<file path="src/rtl/core/spla_pkg.sv">
// spla_pkg: shared types, codes and helpers for the sorted price level table
// no dependencies; imported by every module of the block
package spla_pkg;

    // default table depth
    localparam int MAX_LEVELS_DEF = 64;

    // request kinds
    localparam logic REQ_ADD  = 1'b0;
    localparam logic REQ_READ = 1'b1;

    // result status codes
    localparam logic [1:0] ST_OK      = 2'd0;
    localparam logic [1:0] ST_FULL    = 2'd1;
    localparam logic [1:0] ST_NO_RANK = 2'd2;

    // request word
    typedef struct packed {
        logic        req_type;
        logic [31:0] price;
        logic [31:0] quantity;
        logic [5:0]  rank;
    } t_req;

    // response word
    typedef struct packed {
        logic [1:0]  status;
        logic        new_level;
        logic [31:0] level_price;
        logic [31:0] level_quantity;
        logic [6:0]  level_count;
    } t_rsp;

    // one table entry
    typedef struct packed {
        logic [31:0] price;
        logic [31:0] total;
    } t_level;

    // controller states
    typedef enum logic [2:0] {
        S_IDLE,
        S_SRCH,
        S_CMP,
        S_SHRD,
        S_SHWR,
        S_RDAT,
        S_DONE
    } t_state;

    // level count as reported: low 7 bits
    function automatic logic [6:0] f_count7(input logic [31:0] v);
        return v[6:0];
    endfunction

endpackage

</file>
<file path="src/rtl/core/spla_level_mem.sv">
// spla_level_mem: level table storage, one write port, one registered read port
// depends on spla_pkg for the entry type
module spla_level_mem
    import spla_pkg::*;
#(
    parameter int MAX_LEVELS = MAX_LEVELS_DEF
) (
    input  logic                          i_clk,
    input  logic                          i_we,
    input  logic [$clog2(MAX_LEVELS)-1:0] i_waddr,
    input  t_level                        i_wdata,
    input  logic [$clog2(MAX_LEVELS)-1:0] i_raddr,
    output t_level                        o_rdata
);

    t_level r_mem [MAX_LEVELS];
    t_level r_rdata;

    // write port
    always_ff @(posedge i_clk) begin
        if (i_we) begin
            r_mem[i_waddr] <= i_wdata;
        end
    end

    // read port, registered
    always_ff @(posedge i_clk) begin
        r_rdata <= r_mem[i_raddr];
    end

    assign o_rdata = r_rdata;

endmodule

</file>
<file path="config.mk">
export PLATFORM = sky130hd
export DESIGN_NAME = spla_level_mem
export DESIGN_NICKNAME = d
export VERILOG_FILES = /design/src/rtl/core/spla_pkg.sv /design/src/rtl/core/spla_level_mem.sv
export SDC_FILE = /design/constraint.sdc
export NUM_CORES = 2
export LEC_CHECK = 0
export ABC_AREA = 0
export ABC_CLOCK_PERIOD_IN_PS = 6450
export BUFFER_PORTS_ARGS = -buffer_cell sky130_fd_sc_hd__buf_4
export CORE_ASPECT_RATIO = 0.7
export CORE_MARGIN = 5
export CORE_UTILIZATION = 65
export CTS_BUF_LIST = sky130_fd_sc_hd__clkbuf_2
export CTS_CLUSTER_DIAMETER = 100
export DETAILED_ROUTE_END_ITERATION = 6
export PLACE_DENSITY = 0.81
export SYNTH_ARGS = -nofsm -noshare
export SYNTH_HDL_FRONTEND = slang
export SYNTH_SLANG_ARGS = --single-unit
</file>
<file path="constraint.sdc">
create_clock -name i_clk -period 6.45 [get_ports i_clk]
set_input_delay 0.3225 -clock i_clk [delete_from_list [all_inputs] [get_ports i_clk]]
set_output_delay 0.3225 -clock i_clk [all_outputs]
set_load 0.02 [all_outputs]
</file>
==> impl_results.md <==
* Switching portion of total power at 0.244
* DRC viols at 2
* R2R Path End: o_rdata[12]
* HPWL Detailed at 224 mm
* CP max stage cell: dlygate4sd3_1
* WL per Instance at ~37 µm
* Max clock buf depth at 4
* I/O Buffers at roughly 140
* Hold wc startpoint: i_wdata[36]
* Top-count cell post-synth: edfxtp_1
* H-tree depth at 6
* Fin Clk Skew at 0.128 ns
* Footprint of the multi-input gates at around 31,000 µm²
* Worst-path cell chain: dlygate4sd3_1, dlygate4sd3_1, buf_4, dlygate4sd3_1, nor2b_4, buf_4, buf_4, a22oi_1, dlygate4sd3_1, nand3_1, dlygate4sd3_1, and3_1, dlygate4sd3_1
* CTS root buf: clkbuf_2
* Number of buffers created by CTS at 870
* Hold depth at 4
* Status: finished, violations left
* Total clock sinks at roughly 4.2k
* Vias in the first global route at just over 80k
* Worst hold endpoint: r_mem[25][36]
* Reg2reg start: r_mem[8][12]
* Min Tclk post-route at roughly 5.3 ns
* Crit path max fanout at 36
* Nets@finish at about 8k
* Final-report setup violation count at 0
* Global-route wire length before repair at ~610 mm
* Register area share after synthesis at 0.795
* Mean number of vias per cell at 7.17
* FMAX at 188 MHz
* Gr usage total at 0.347
* Predominant post-synthesis flop cell: edfxtp_1
* Cell taking the most area after synthesis: edfxtp_1
* Critical Path AT at slightly above 7 ns
* Synthesized Nets at 6,676
* Die width at between 500 and 600 µm
* Mapped cell area at roughly 160,000 µm²
* Reg2Reg Setup Slack at ~2.4 ns
* DP Worst Slack at around 2.6 ns
* Drt total wl at between 400 and 500 mm
* Reg power frac at 0.613
* HP Class: in -> reg
* Vias at approximately 83k
* Share of post-route cells with drive strength above 1 at 0.347
* Post-CTS Setup Repair Bufs at 0
* Area contributors post-synth: edfxtp_1 79%, mux4_2 15%, mux2i_1 0.86%
* Largest net degree at the start of global routing at between 100 and 150
* Unrepaired setup endpoints after global routing: no
* GP Congestion at 0.832
* Most frequent CP cell: dlygate4sd3_1
* Relative slew slack at 0.0614
* Antenna-violating nets left at 0
* CP required at just over 8 ns
* Chip height at roughly 420 µm
* Async S/R FF share, synth at 0
* Worst slew pin tran at ~1.4 ns
* PostCTS Resize Cnt at 0
* Post-synth EDFFs at 4,096
* PnR Total Power at 49,000 µW
* Cell count of the worst reg-to-reg path at 9
* Final Non-Filler Cells at approximately 12k
* First drt pass iteration count at 7
* Most common library cells after synthesis: 4,096 x edfxtp_1, 1,024 x mux4_2, 170 x buf_2
* Remaining global-route overflow at 0
* # IOs at between 100 and 150
* Tcrit/Tclk final at 0.824
* Final worst slack at about 1.1 ns
* CP Capture Type: flop
* Register Area at ~120,000 µm²
* Later-pin clock latency in the skew report at about 2.0 ns
* Synth Area per Inst at approximately 24 µm²
* Core area at about 240,000 µm²
* VDD IR-drop max at between 0.2 and 0.25 mV
* Mapped Cells at between 6k and 7k
* Net Switching at 12,000 µW
* Pleak at 0.0562 µW
* Clk pwr share at 0.328
* CTS tree: built
* Initial antenna violation count at 22
* Comb pwr share at 0.059
* Failing checks: design-rule violations
* CTS Hold Buffers Added at slightly above 300
* Row count at 150
* Internal at roughly 37,000 µW
* Initial detailed-routing violation count at about 16k
* #FFs+latches synth at about 4.2k
* Max-Cap Viols at 0
* Distinct cells, synth at 33
* Reg clk slew, reported paths at ~0.15 ns
* Setup TNS at 0 ns
* Placed cell count at between 9k and 10k
* Slew Viols, Final at 0
* Initial Util at 0.654
* DIE AREA at ~250,000 µm²
* Fillcell total at 13.0k
* PD cells at between 200 and 300 nW/µm²
* Slowest cell delay on critical path at 0.98 ns
* Area Growth Syn to Fin at 11.3%
* Final hold vios at 0
* Yosys synthesis warning count at 0
* CP Class: in -> reg
* Top-area cell type share of the netlist area at 0.787
* Startpoint Class: primary input
## worst max-delay path, delay by kind of cell
family	cells	cell delay (ns)
buffers and inverters	9	5.44
and+or+nand+nor	3	1.16
AOI/OAI and AO/OA	1	0.14
## cells in the final DEF, fill, tap and decap left out, types with 3 or more instances in the layout
cell type / synthesis / final
edfxtp_1: 4096 / 4096
clkinv_4: 0 / 5
nor2b_1: 28 / 24
clkinvlp_4: 0 / 10
or3_1: 29 / 29
bufinv_16: 0 / 14
o22ai_1: 83 / 83
nand3_1: 45 / 45
dlygate4sd3_1: 0 / 244
mux2i_1: 135 / 135
inv_1: 19 / 19
nand2_1: 58 / 56
clkbuf_2: 0 / 1325
o221ai_1: 38 / 38
mux4_2: 1024 / 1024
a22oi_1: 168 / 168
a31oi_1: 18 / 18
a2bb2oi_1: 19 / 19
nor2_1: 112 / 47
and3_1: 64 / 64
dfxtp_1: 64 / 64
buf_4: 34 / 306
nor2b_4: 0 / 3
a211oi_1: 63 / 63
or2_2: 28 / 28
clkinv_1: 0 / 159
clkinv_2: 0 / 24
buf_16: 0 / 24
inv_2: 0 / 7
nand2b_1: 11 / 9
a41oi_1: 26 / 26
nor2_4: 0 / 64
diode_2: 0 / 23
buf_12: 0 / 72
a22o_1: 88 / 88
## power by group through the flow
stage / Combinational [µW] / Clock [µW] / Sequential (µW)
after CTS: 2840 / 16100 / 30100
after global placement: 2480 / 0 / 30700
final: 2890 / 16100 / 30100
after global routing: 3010 / 17700 / 30100
after floorplan: 1390 / 0 / 30600
after detailed placement: 2560 / 0 / 30700
## layout make-up
class / count / share of cell area
Antenna cell: 23 / 0.000331
Clock buffer: 1325 / 0.0381
Clock inverter: 223 / 0.00763
Inverter: 19 / 0.000410
Multi-Input combinational cell: 2049 / 0.177
Sequential cell: 4160 / 0.714
Tap cell: 3192 / 0.0230
Timing Repair Buffer: 648 / 0.0395
## flip-flops by register name, indices dropped and copies added (netlist names)
register	cells
r_mem	4096
o_rdata	64
## per-layer routing
layer | part of all wire | global-route usage
met4 | 0.046 | 0.145
met5 | 0.00055 | 0
met3 | 0.17 | 0.117
met2 | 0.44 | 0.495
met1 | 0.34 | 0.504
## through the flow
stage,hold slack (ns),cell area [µm²],util
3_5_place_dp,0.776,162000,0.678
5_1_grt,0.0983,174000,0.728
2_1_floorplan,0.421,156000,-
4_1_cts,0.0135,174000,0.727
3_3_place_gp,0.794,162000,0.678
6_report,0.187,174000,0.728
## how the worst max path moves through the flow
stage	startpoint	end	slack, ns	cells past startpoint
floorplan	i_waddr[3]	r_mem[48][0]	0.69	4
global placement	i_raddr[2]	o_rdata[50]	2.69	8
detailed placement	i_raddr[2]	o_rdata[30]	2.64	8
CTS	i_raddr[3]	o_rdata[10]	1.54	13
global route	i_raddr[3]	o_rdata[10]	1.22	13
finish	i_raddr[3]	o_rdata[10]	1.14	13
## cell families (layout without fill, tap and decap cells)
family	after synthesis	after routing	share of synthesized area
buffers and inverters	389	2215	0.0118
AND/OR/NAND/NOR	386	386	0.0124
multiplexers	1159	1159	0.156
AO/OA/AOI/OAI	504	504	0.0248
flip-flops	4160	4160	0.795
other	0	23	0
(Power assumes the default switching activity.)
