<file path="src/rtl/core/spla_pkg.sv">
// spla_pkg: shared types, codes and helpers for the sorted price level table
// no dependencies; imported by every module of the block
package spla_pkg;

    // default table depth
    localparam int MAX_LEVELS_DEF = 64;

    // request kinds
    localparam logic REQ_ADD  = 1'b0;
    localparam logic REQ_READ = 1'b1;

    // result status codes
    localparam logic [1:0] ST_OK      = 2'd0;
    localparam logic [1:0] ST_FULL    = 2'd1;
    localparam logic [1:0] ST_NO_RANK = 2'd2;

    // request word
    typedef struct packed {
        logic        req_type;
        logic [31:0] price;
        logic [31:0] quantity;
        logic [5:0]  rank;
    } t_req;

    // response word
    typedef struct packed {
        logic [1:0]  status;
        logic        new_level;
        logic [31:0] level_price;
        logic [31:0] level_quantity;
        logic [6:0]  level_count;
    } t_rsp;

    // one table entry
    typedef struct packed {
        logic [31:0] price;
        logic [31:0] total;
    } t_level;

    // controller states
    typedef enum logic [2:0] {
        S_IDLE,
        S_SRCH,
        S_CMP,
        S_SHRD,
        S_SHWR,
        S_RDAT,
        S_DONE
    } t_state;

    // level count as reported: low 7 bits
    function automatic logic [6:0] f_count7(input logic [31:0] v);
        return v[6:0];
    endfunction

endpackage

</file>
<file path="src/rtl/core/spla_ctrl.sv">
// spla_ctrl: binary search, insertion shift and read sequencer over the level table
// depends on spla_pkg; drives spla_level_mem ports from the top level
module spla_ctrl
    import spla_pkg::*;
#(
    parameter int MAX_LEVELS = MAX_LEVELS_DEF
) (
    input  logic                          i_clk,
    input  logic                          i_rst_n,
    input  logic                          i_req_valid,
    output logic                          o_req_ready,
    input  t_req                          i_req,
    output logic                          o_res_valid,
    input  logic                          i_res_take,
    output t_rsp                          o_res,
    output logic                          o_we,
    output logic [$clog2(MAX_LEVELS)-1:0] o_waddr,
    output t_level                        o_wdata,
    output logic [$clog2(MAX_LEVELS)-1:0] o_raddr,
    input  t_level                        i_rdata
);

    localparam int AW = $clog2(MAX_LEVELS);
    localparam int CW = $clog2(MAX_LEVELS + 1);

    t_state        r_state, n_state;
    t_req          r_req, n_req;
    t_rsp          r_res, n_res;
    logic [CW-1:0] r_lo, n_lo;
    logic [CW-1:0] r_hi, n_hi;
    logic [CW-1:0] r_i, n_i;
    logic [CW-1:0] r_used, n_used;
    logic [AW-1:0] r_mid, n_mid;
    logic [AW-1:0] r_fidx, n_fidx;
    logic [31:0]   r_ftot, n_ftot;
    logic          r_found, n_found;

    logic [CW-1:0] diff;
    logic [CW-1:0] mid_full;
    logic [AW-1:0] mid_c;
    logic [31:0]   rank32;
    logic          rank_ok;
    logic          is_full;
    logic [32:0]   sum_w;
    logic [31:0]   sum_sat;
    logic [CW-1:0] used_inc;
    logic [CW-1:0] i_dec;

    // search midpoint and helpers
    assign diff     = r_hi - r_lo;
    assign mid_full = r_lo + (diff >> 1);
    assign mid_c    = mid_full[AW-1:0];
    assign rank32   = 32'(i_req.rank);
    assign rank_ok  = rank32 < 32'(r_used);
    assign is_full  = r_used == CW'(MAX_LEVELS);
    assign sum_w    = {1'b0, r_ftot} + {1'b0, r_req.quantity};
    assign sum_sat  = sum_w[32] ? 32'hFFFF_FFFF : sum_w[31:0];
    assign used_inc = r_used + CW'(1);
    assign i_dec    = r_i - CW'(1);

    // next state
    always_comb begin
        n_state = r_state;
        unique case (r_state)
            S_IDLE: begin
                if (i_req_valid) begin
                    if (i_req.req_type == REQ_ADD) begin
                        n_state = S_SRCH;
                    end else if (rank_ok) begin
                        n_state = S_RDAT;
                    end else begin
                        n_state = S_DONE;
                    end
                end
            end
            S_SRCH: begin
                if (r_lo < r_hi) begin
                    n_state = S_CMP;
                end else if (r_found || is_full) begin
                    n_state = S_DONE;
                end else begin
                    n_state = S_SHRD;
                end
            end
            S_CMP:  n_state = S_SRCH;
            S_SHRD: begin
                if (r_i > r_lo) begin
                    n_state = S_SHWR;
                end else begin
                    n_state = S_DONE;
                end
            end
            S_SHWR: n_state = S_SHRD;
            S_RDAT: n_state = S_DONE;
            S_DONE: begin
                if (i_res_take) begin
                    n_state = S_IDLE;
                end
            end
            default: n_state = S_IDLE;
        endcase
    end

    // datapath and memory controls
    always_comb begin
        n_req       = r_req;
        n_res       = r_res;
        n_lo        = r_lo;
        n_hi        = r_hi;
        n_i         = r_i;
        n_used      = r_used;
        n_mid       = r_mid;
        n_fidx      = r_fidx;
        n_ftot      = r_ftot;
        n_found     = r_found;
        o_req_ready = 1'b0;
        o_res_valid = 1'b0;
        o_we        = 1'b0;
        o_waddr     = r_fidx;
        o_wdata     = i_rdata;
        o_raddr     = r_mid;
        unique case (r_state)
            S_IDLE: begin
                o_req_ready = 1'b1;
                o_raddr     = rank32[AW-1:0];
                if (i_req_valid) begin
                    n_req   = i_req;
                    n_lo    = '0;
                    n_hi    = r_used;
                    n_found = 1'b0;
                    n_res   = '{status: ST_NO_RANK, new_level: 1'b0, level_price: 32'd0,
                                level_quantity: 32'd0, level_count: f_count7(32'(r_used))};
                end
            end
            S_SRCH: begin
                // issue probe read, or settle once the range is empty
                o_raddr = mid_c;
                n_mid   = mid_c;
                if (!(r_lo < r_hi)) begin
                    if (r_found) begin
                        o_we    = 1'b1;
                        o_waddr = r_fidx;
                        o_wdata = '{price: r_req.price, total: sum_sat};
                        n_res   = '{status: ST_OK, new_level: 1'b0,
                                    level_price: r_req.price, level_quantity: sum_sat,
                                    level_count: f_count7(32'(r_used))};
                    end else if (is_full) begin
                        n_res = '{status: ST_FULL, new_level: 1'b0,
                                  level_price: r_req.price, level_quantity: 32'd0,
                                  level_count: f_count7(32'(r_used))};
                    end else begin
                        n_i = r_used;
                    end
                end
            end
            S_CMP: begin
                // narrow the range on the probed price
                if (i_rdata.price < r_req.price) begin
                    n_lo = CW'(r_mid) + CW'(1);
                end else begin
                    n_hi = CW'(r_mid);
                end
                if (i_rdata.price == r_req.price) begin
                    n_found = 1'b1;
                    n_fidx  = r_mid;
                    n_ftot  = i_rdata.total;
                end
            end
            S_SHRD: begin
                // read the entry below, or drop the new level into the gap
                o_raddr = i_dec[AW-1:0];
                if (!(r_i > r_lo)) begin
                    o_we    = 1'b1;
                    o_waddr = r_lo[AW-1:0];
                    o_wdata = '{price: r_req.price, total: r_req.quantity};
                    n_used  = used_inc;
                    n_res   = '{status: ST_OK, new_level: 1'b1,
                                level_price: r_req.price, level_quantity: r_req.quantity,
                                level_count: f_count7(32'(used_inc))};
                end
            end
            S_SHWR: begin
                // move that entry up by one
                o_we    = 1'b1;
                o_waddr = r_i[AW-1:0];
                o_wdata = i_rdata;
                n_i     = i_dec;
            end
            S_RDAT: begin
                n_res = '{status: ST_OK, new_level: 1'b0, level_price: i_rdata.price,
                          level_quantity: i_rdata.total,
                          level_count: f_count7(32'(r_used))};
            end
            S_DONE: begin
                o_res_valid = 1'b1;
            end
            default: ;
        endcase
    end

    // control registers
    always_ff @(posedge i_clk) begin
        if (!i_rst_n) begin
            r_state <= S_IDLE;
            r_used  <= '0;
        end else begin
            r_state <= n_state;
            r_used  <= n_used;
        end
    end

    // working registers
    always_ff @(posedge i_clk) begin
        r_req   <= n_req;
        r_res   <= n_res;
        r_lo    <= n_lo;
        r_hi    <= n_hi;
        r_i     <= n_i;
        r_mid   <= n_mid;
        r_fidx  <= n_fidx;
        r_ftot  <= n_ftot;
        r_found <= n_found;
    end

    assign o_res = r_res;

endmodule

</file>
<file path="config.mk">
export PLATFORM = sky130hd
export DESIGN_NAME = spla_ctrl
export DESIGN_NICKNAME = d
export VERILOG_FILES = /design/src/rtl/core/spla_pkg.sv /design/src/rtl/core/spla_ctrl.sv
export SDC_FILE = /design/constraint.sdc
export NUM_CORES = 1
export LEC_CHECK = 0
export ABC_AREA = 1
export BUFFER_PORTS_ARGS = -buffer_cell sky130_fd_sc_hd__buf_2
export CAP_MARGIN = 40
export CORE_ASPECT_RATIO = 0.8
export CORE_MARGIN = 2
export CORE_UTILIZATION = 55
export CTS_CLUSTER_SIZE = 30
export DETAILED_ROUTE_END_ITERATION = 8
export PLACE_DENSITY_LB_ADDON = 0.1
export SLEW_MARGIN = 10
export SYNTH_ARGS = -nofsm -noshare
export SYNTH_HDL_FRONTEND = slang
export SYNTH_SLANG_ARGS = --single-unit
</file>
<file path="constraint.sdc">
create_clock -name i_clk -period 22.3 [get_ports i_clk]
set_clock_uncertainty 0.15 [all_clocks]
set_input_delay 2.23 -clock i_clk [delete_from_list [all_inputs] [get_ports i_clk]]
set_output_delay 2.23 -clock i_clk [all_outputs]
set_load 0.005 [all_outputs]
</file>
==> results.ini <==
[routing]
drt-initial-drc-count = 1447
ant_nets = 0
wl_per_cell_um = 18.5
viasPerCell = 5.53
drcViolationCount = 0
firstDrtPassIters = 5
drt-total-wl_um = 44800
vias = 13400

[clock_network]
clockBufferDepth = 3
post_cts_buffers = 0
cts_buffers = 23
cts.clk_slew.worst_paths_ns = 0.07
postCtsHoldBufs = 0
insertion_delay_ns = 0.52
h-tree-depth = 1
cts_tree = yes
cts_root_buffer = clkbuf_16
cts-resized-gates = 0
clkSinkCount = 214

[grt]
grt_usage_pct = 32.2
antenna_found_initial = 5
grt_pass1_vias = 12300
grt_max_degree = 65
use_met1_pct = 47.6
met2_usage_pct = 48.0
grt_use_met3_pct = 7.37
grt-busiest-layer = met2
grt_pass1_wl_um = 67800
grt-ovfl-total = 0

[run_status]
status = finished clean

[place]
io_buffers = 291
hpwl_um = 34100
dp.cells = 2378
place_congestion = 0.946

[synthesis]
ys_seq_area_share_pct = 44.1
synth-edff-count = 204
synth_top_area_share_pct = 42.7
yosysWarningCount = 0
synthCells = 1776
yosysUniqueCellTypes = 53
synth.largest_area_cell = edfxtp_1
synth_nets = 2010
synthArstFlopShare_pct = 0
synth.area.top_cells = edfxtp_1 43%, nand2_1 13%, ha_1 8.0%
ys_seq_elements = 214
synth_flop_cell = edfxtp_1
synth_area_mm2 = 0.0143
syn_area_per_cell_um2 = 8.07

[floorplan]
fp.dieW_um = 185
dieArea_mm2 = 0.0274
die_h_um = 148
start_util_pct = 56.4
ioPinCount = 292
core_mm2 = 0.0254
row_count = 52

[min_path]
holdPathEnd = r_fidx[3]
min_from = r_mid[3]
worstHoldPathType = reg -> reg
min_delay_path_depth = 0

[timing]
fmax_mhz = 147
period_needed_ns = 6.78
drv_slew = 0
finalSetupTns_ns = 0
rsz0062_at_grt = no
maxSlewHeadroom_pct = 43.0
finalHoldViolCount = 0
finalSetupViolCount = 0
tightest_slew_ns = 0.854
min_period_over_period_pct = 30.4

[finish]
nets = 2286
finalNonFillerCells = 2423
seqCellArea_mm2 = 0.00633
fillCellCount = 2220
post-route-util_pct = 66.3
area_growth_pct = 17.6
layout-drive-gt1-share_pct = 19.6
multi_input_area_mm2 = 0.00663

[critical_path]
crit_path_max_fanout = 64
slowest_stage = nor2_8
slowest_delay_ns = 0.79
cp.required_ns = 19.92
path_cells = inv_2, nor2_8, buf_12, inv_2, nor2_8, nand2_2, nand2_4, nand2_1, o21ai_1, buf_2
start_kind = flip-flop
r2r-start = r_state[0]
r2r_end = r_used[4]
reg2reg_depth = 9
endpoint_kind = primary output
reg2reg_slack_ns = 18.47
arrival_ns = 4.40
path_class = reg -> out

[run]
max_cap_viol_count = 0

[power]
power_density_mw_per_mm2 = 134
ir_drop_mv = 0.110
power.leakage_nw = 8.04

[synthesized netlist by cell type, types with 4 or more instances]
| master | instances |
|---|---|
| dfxtp_1 | 10 |
| nand2_2 | 6 |
| nand3b_1 | 4 |
| ha_1 | 92 |
| nand3_1 | 122 |
| buf_6 | 4 |
| nand4_1 | 25 |
| buf_1 | 5 |
| o22ai_1 | 31 |
| a21oi_1 | 69 |
| nand2_4 | 4 |
| edfxtp_1 | 204 |
| o21ai_1 | 33 |
| buf_4 | 8 |
| o221ai_1 | 6 |
| inv_2 | 6 |
| a21oi_2 | 38 |
| xnor2_1 | 7 |
| xor2_1 | 22 |
| nand2_1 | 515 |
| nor2_1 | 116 |
| buf_2 | 11 |
| nor3_1 | 17 |
| nor4_1 | 4 |
| inv_1 | 290 |
| clkbuf_1 | 20 |
| and2_1 | 6 |
| o211ai_1 | 17 |
| o21ai_0 | 49 |
[flip-flops by register name (all words and copies together) (netlist names), 7 cells and up]
name,count
r_req,64
r_lo,7
r_ftot,32
r_used,7
o_res,74
r_hi,7
r_i,7
[worst max-delay path by stage]
| stage | end | from | slack, ns |
|---|---|---|---|
| 5_1_grt | o_wdata[60] | r_state[0] | 15.23 |
| 6_report | o_wdata[52] | r_state[0] | 15.52 |
| 4_1_cts | o_wdata[52] | r_state[0] | 15.54 |
| 3_5_place_dp | o_wdata[10] | r_state[0] | 16.13 |
| 3_3_place_gp | o_wdata[10] | r_state[2] | 15.78 |
| 2_1_floorplan | o_res[0] | i_req_valid | 12.07 |
[metrics by stage]
stage	instance area (um^2)	power (mW)	hold WS [ns]	worst slack, ns
floorplan	14300	1.46	0.300	12.07
global placement	16000	1.82	0.323	15.78
detailed placement	16100	1.86	0.335	16.13
CTS	16900	2.26	0.358	15.54
global route	16900	2.42	0.382	15.23
finish	16900	2.27	0.361	15.52
[cell type report]
cell class                      count  share of cell area (%)
Multi-Input combinational cell   1215                    39.3
Timing Repair Buffer              301                    9.42
Antenna cell                        3                  0.0445
Clock inverter                     13                   0.920
Clock buffer                       29                    3.61
Tap cell                          351                    2.60
Sequential cell                   214                    37.5
Inverter                          297                    6.61
[cells by family (layout without fill, tap and decap cells)]
| group | Yosys count | after routing | share of synthesized area, % |
|---|---|---|---|
| AOI/OAI and AO/OA | 259 | 259 | 11.2 |
| xor gates and xnor gates | 29 | 29 | 1.77 |
| adders and majority gates | 95 | 95 | 8.45 |
| buffers and inverters | 347 | 640 | 9.79 |
| DFF | 214 | 214 | 44.1 |
| other | 0 | 3 | 0 |
| and+or+nand+nor | 832 | 832 | 24.7 |
[cell usage in the layout, fill, tap and decap left out, types with 22 or more instances in the layout]
cell       instances
o22ai_1           31
nor2_1           115
a21oi_2           38
inv_1            290
o21ai_0           49
a21oi_1           69
ha_1              92
xor2_1            22
nand4_1           25
buf_2            292
clkbuf_16         23
nand2_1          515
edfxtp_1         204
o21ai_1           33
nand3_1          122
[worst max-delay path: cells and delay by family, from the launching register on]
| family | cells | cell delay [ns] |
|---|---|---|
| buffers and inverters | 4 | 0.89 |
| and+or+nand+nor | 5 | 2.41 |
| DFF | 1 | 0.39 |
| AOI/OAI and AO/OA | 1 | 0.12 |
[layer usage]
| metal | up-vias | wire length (um) | share of wire (%) |
|---|---|---|---|
| met5 | - | 21 | 0.047 |
| met4 | 4 | 984 | 2.2 |
| met3 | 60 | 5080 | 11 |
| met2 | 735 | 19000 | 42 |
| met1 | 6140 | 19700 | 44 |
| li1 | 6453 | - | - |
[power by group]
| group | switching, mW | total [mW] | internal (mW) |
|---|---|---|---|
| clock network | 0.164 | 0.394 | 0.229 |
| registers | 0.0674 | 0.720 | 0.653 |
| logic | 0.774 | 1.15 | 0.380 |
| total | 1.01 | 2.27 | 1.26 |
No activity file was read; power rests on OpenSTA's default activity.
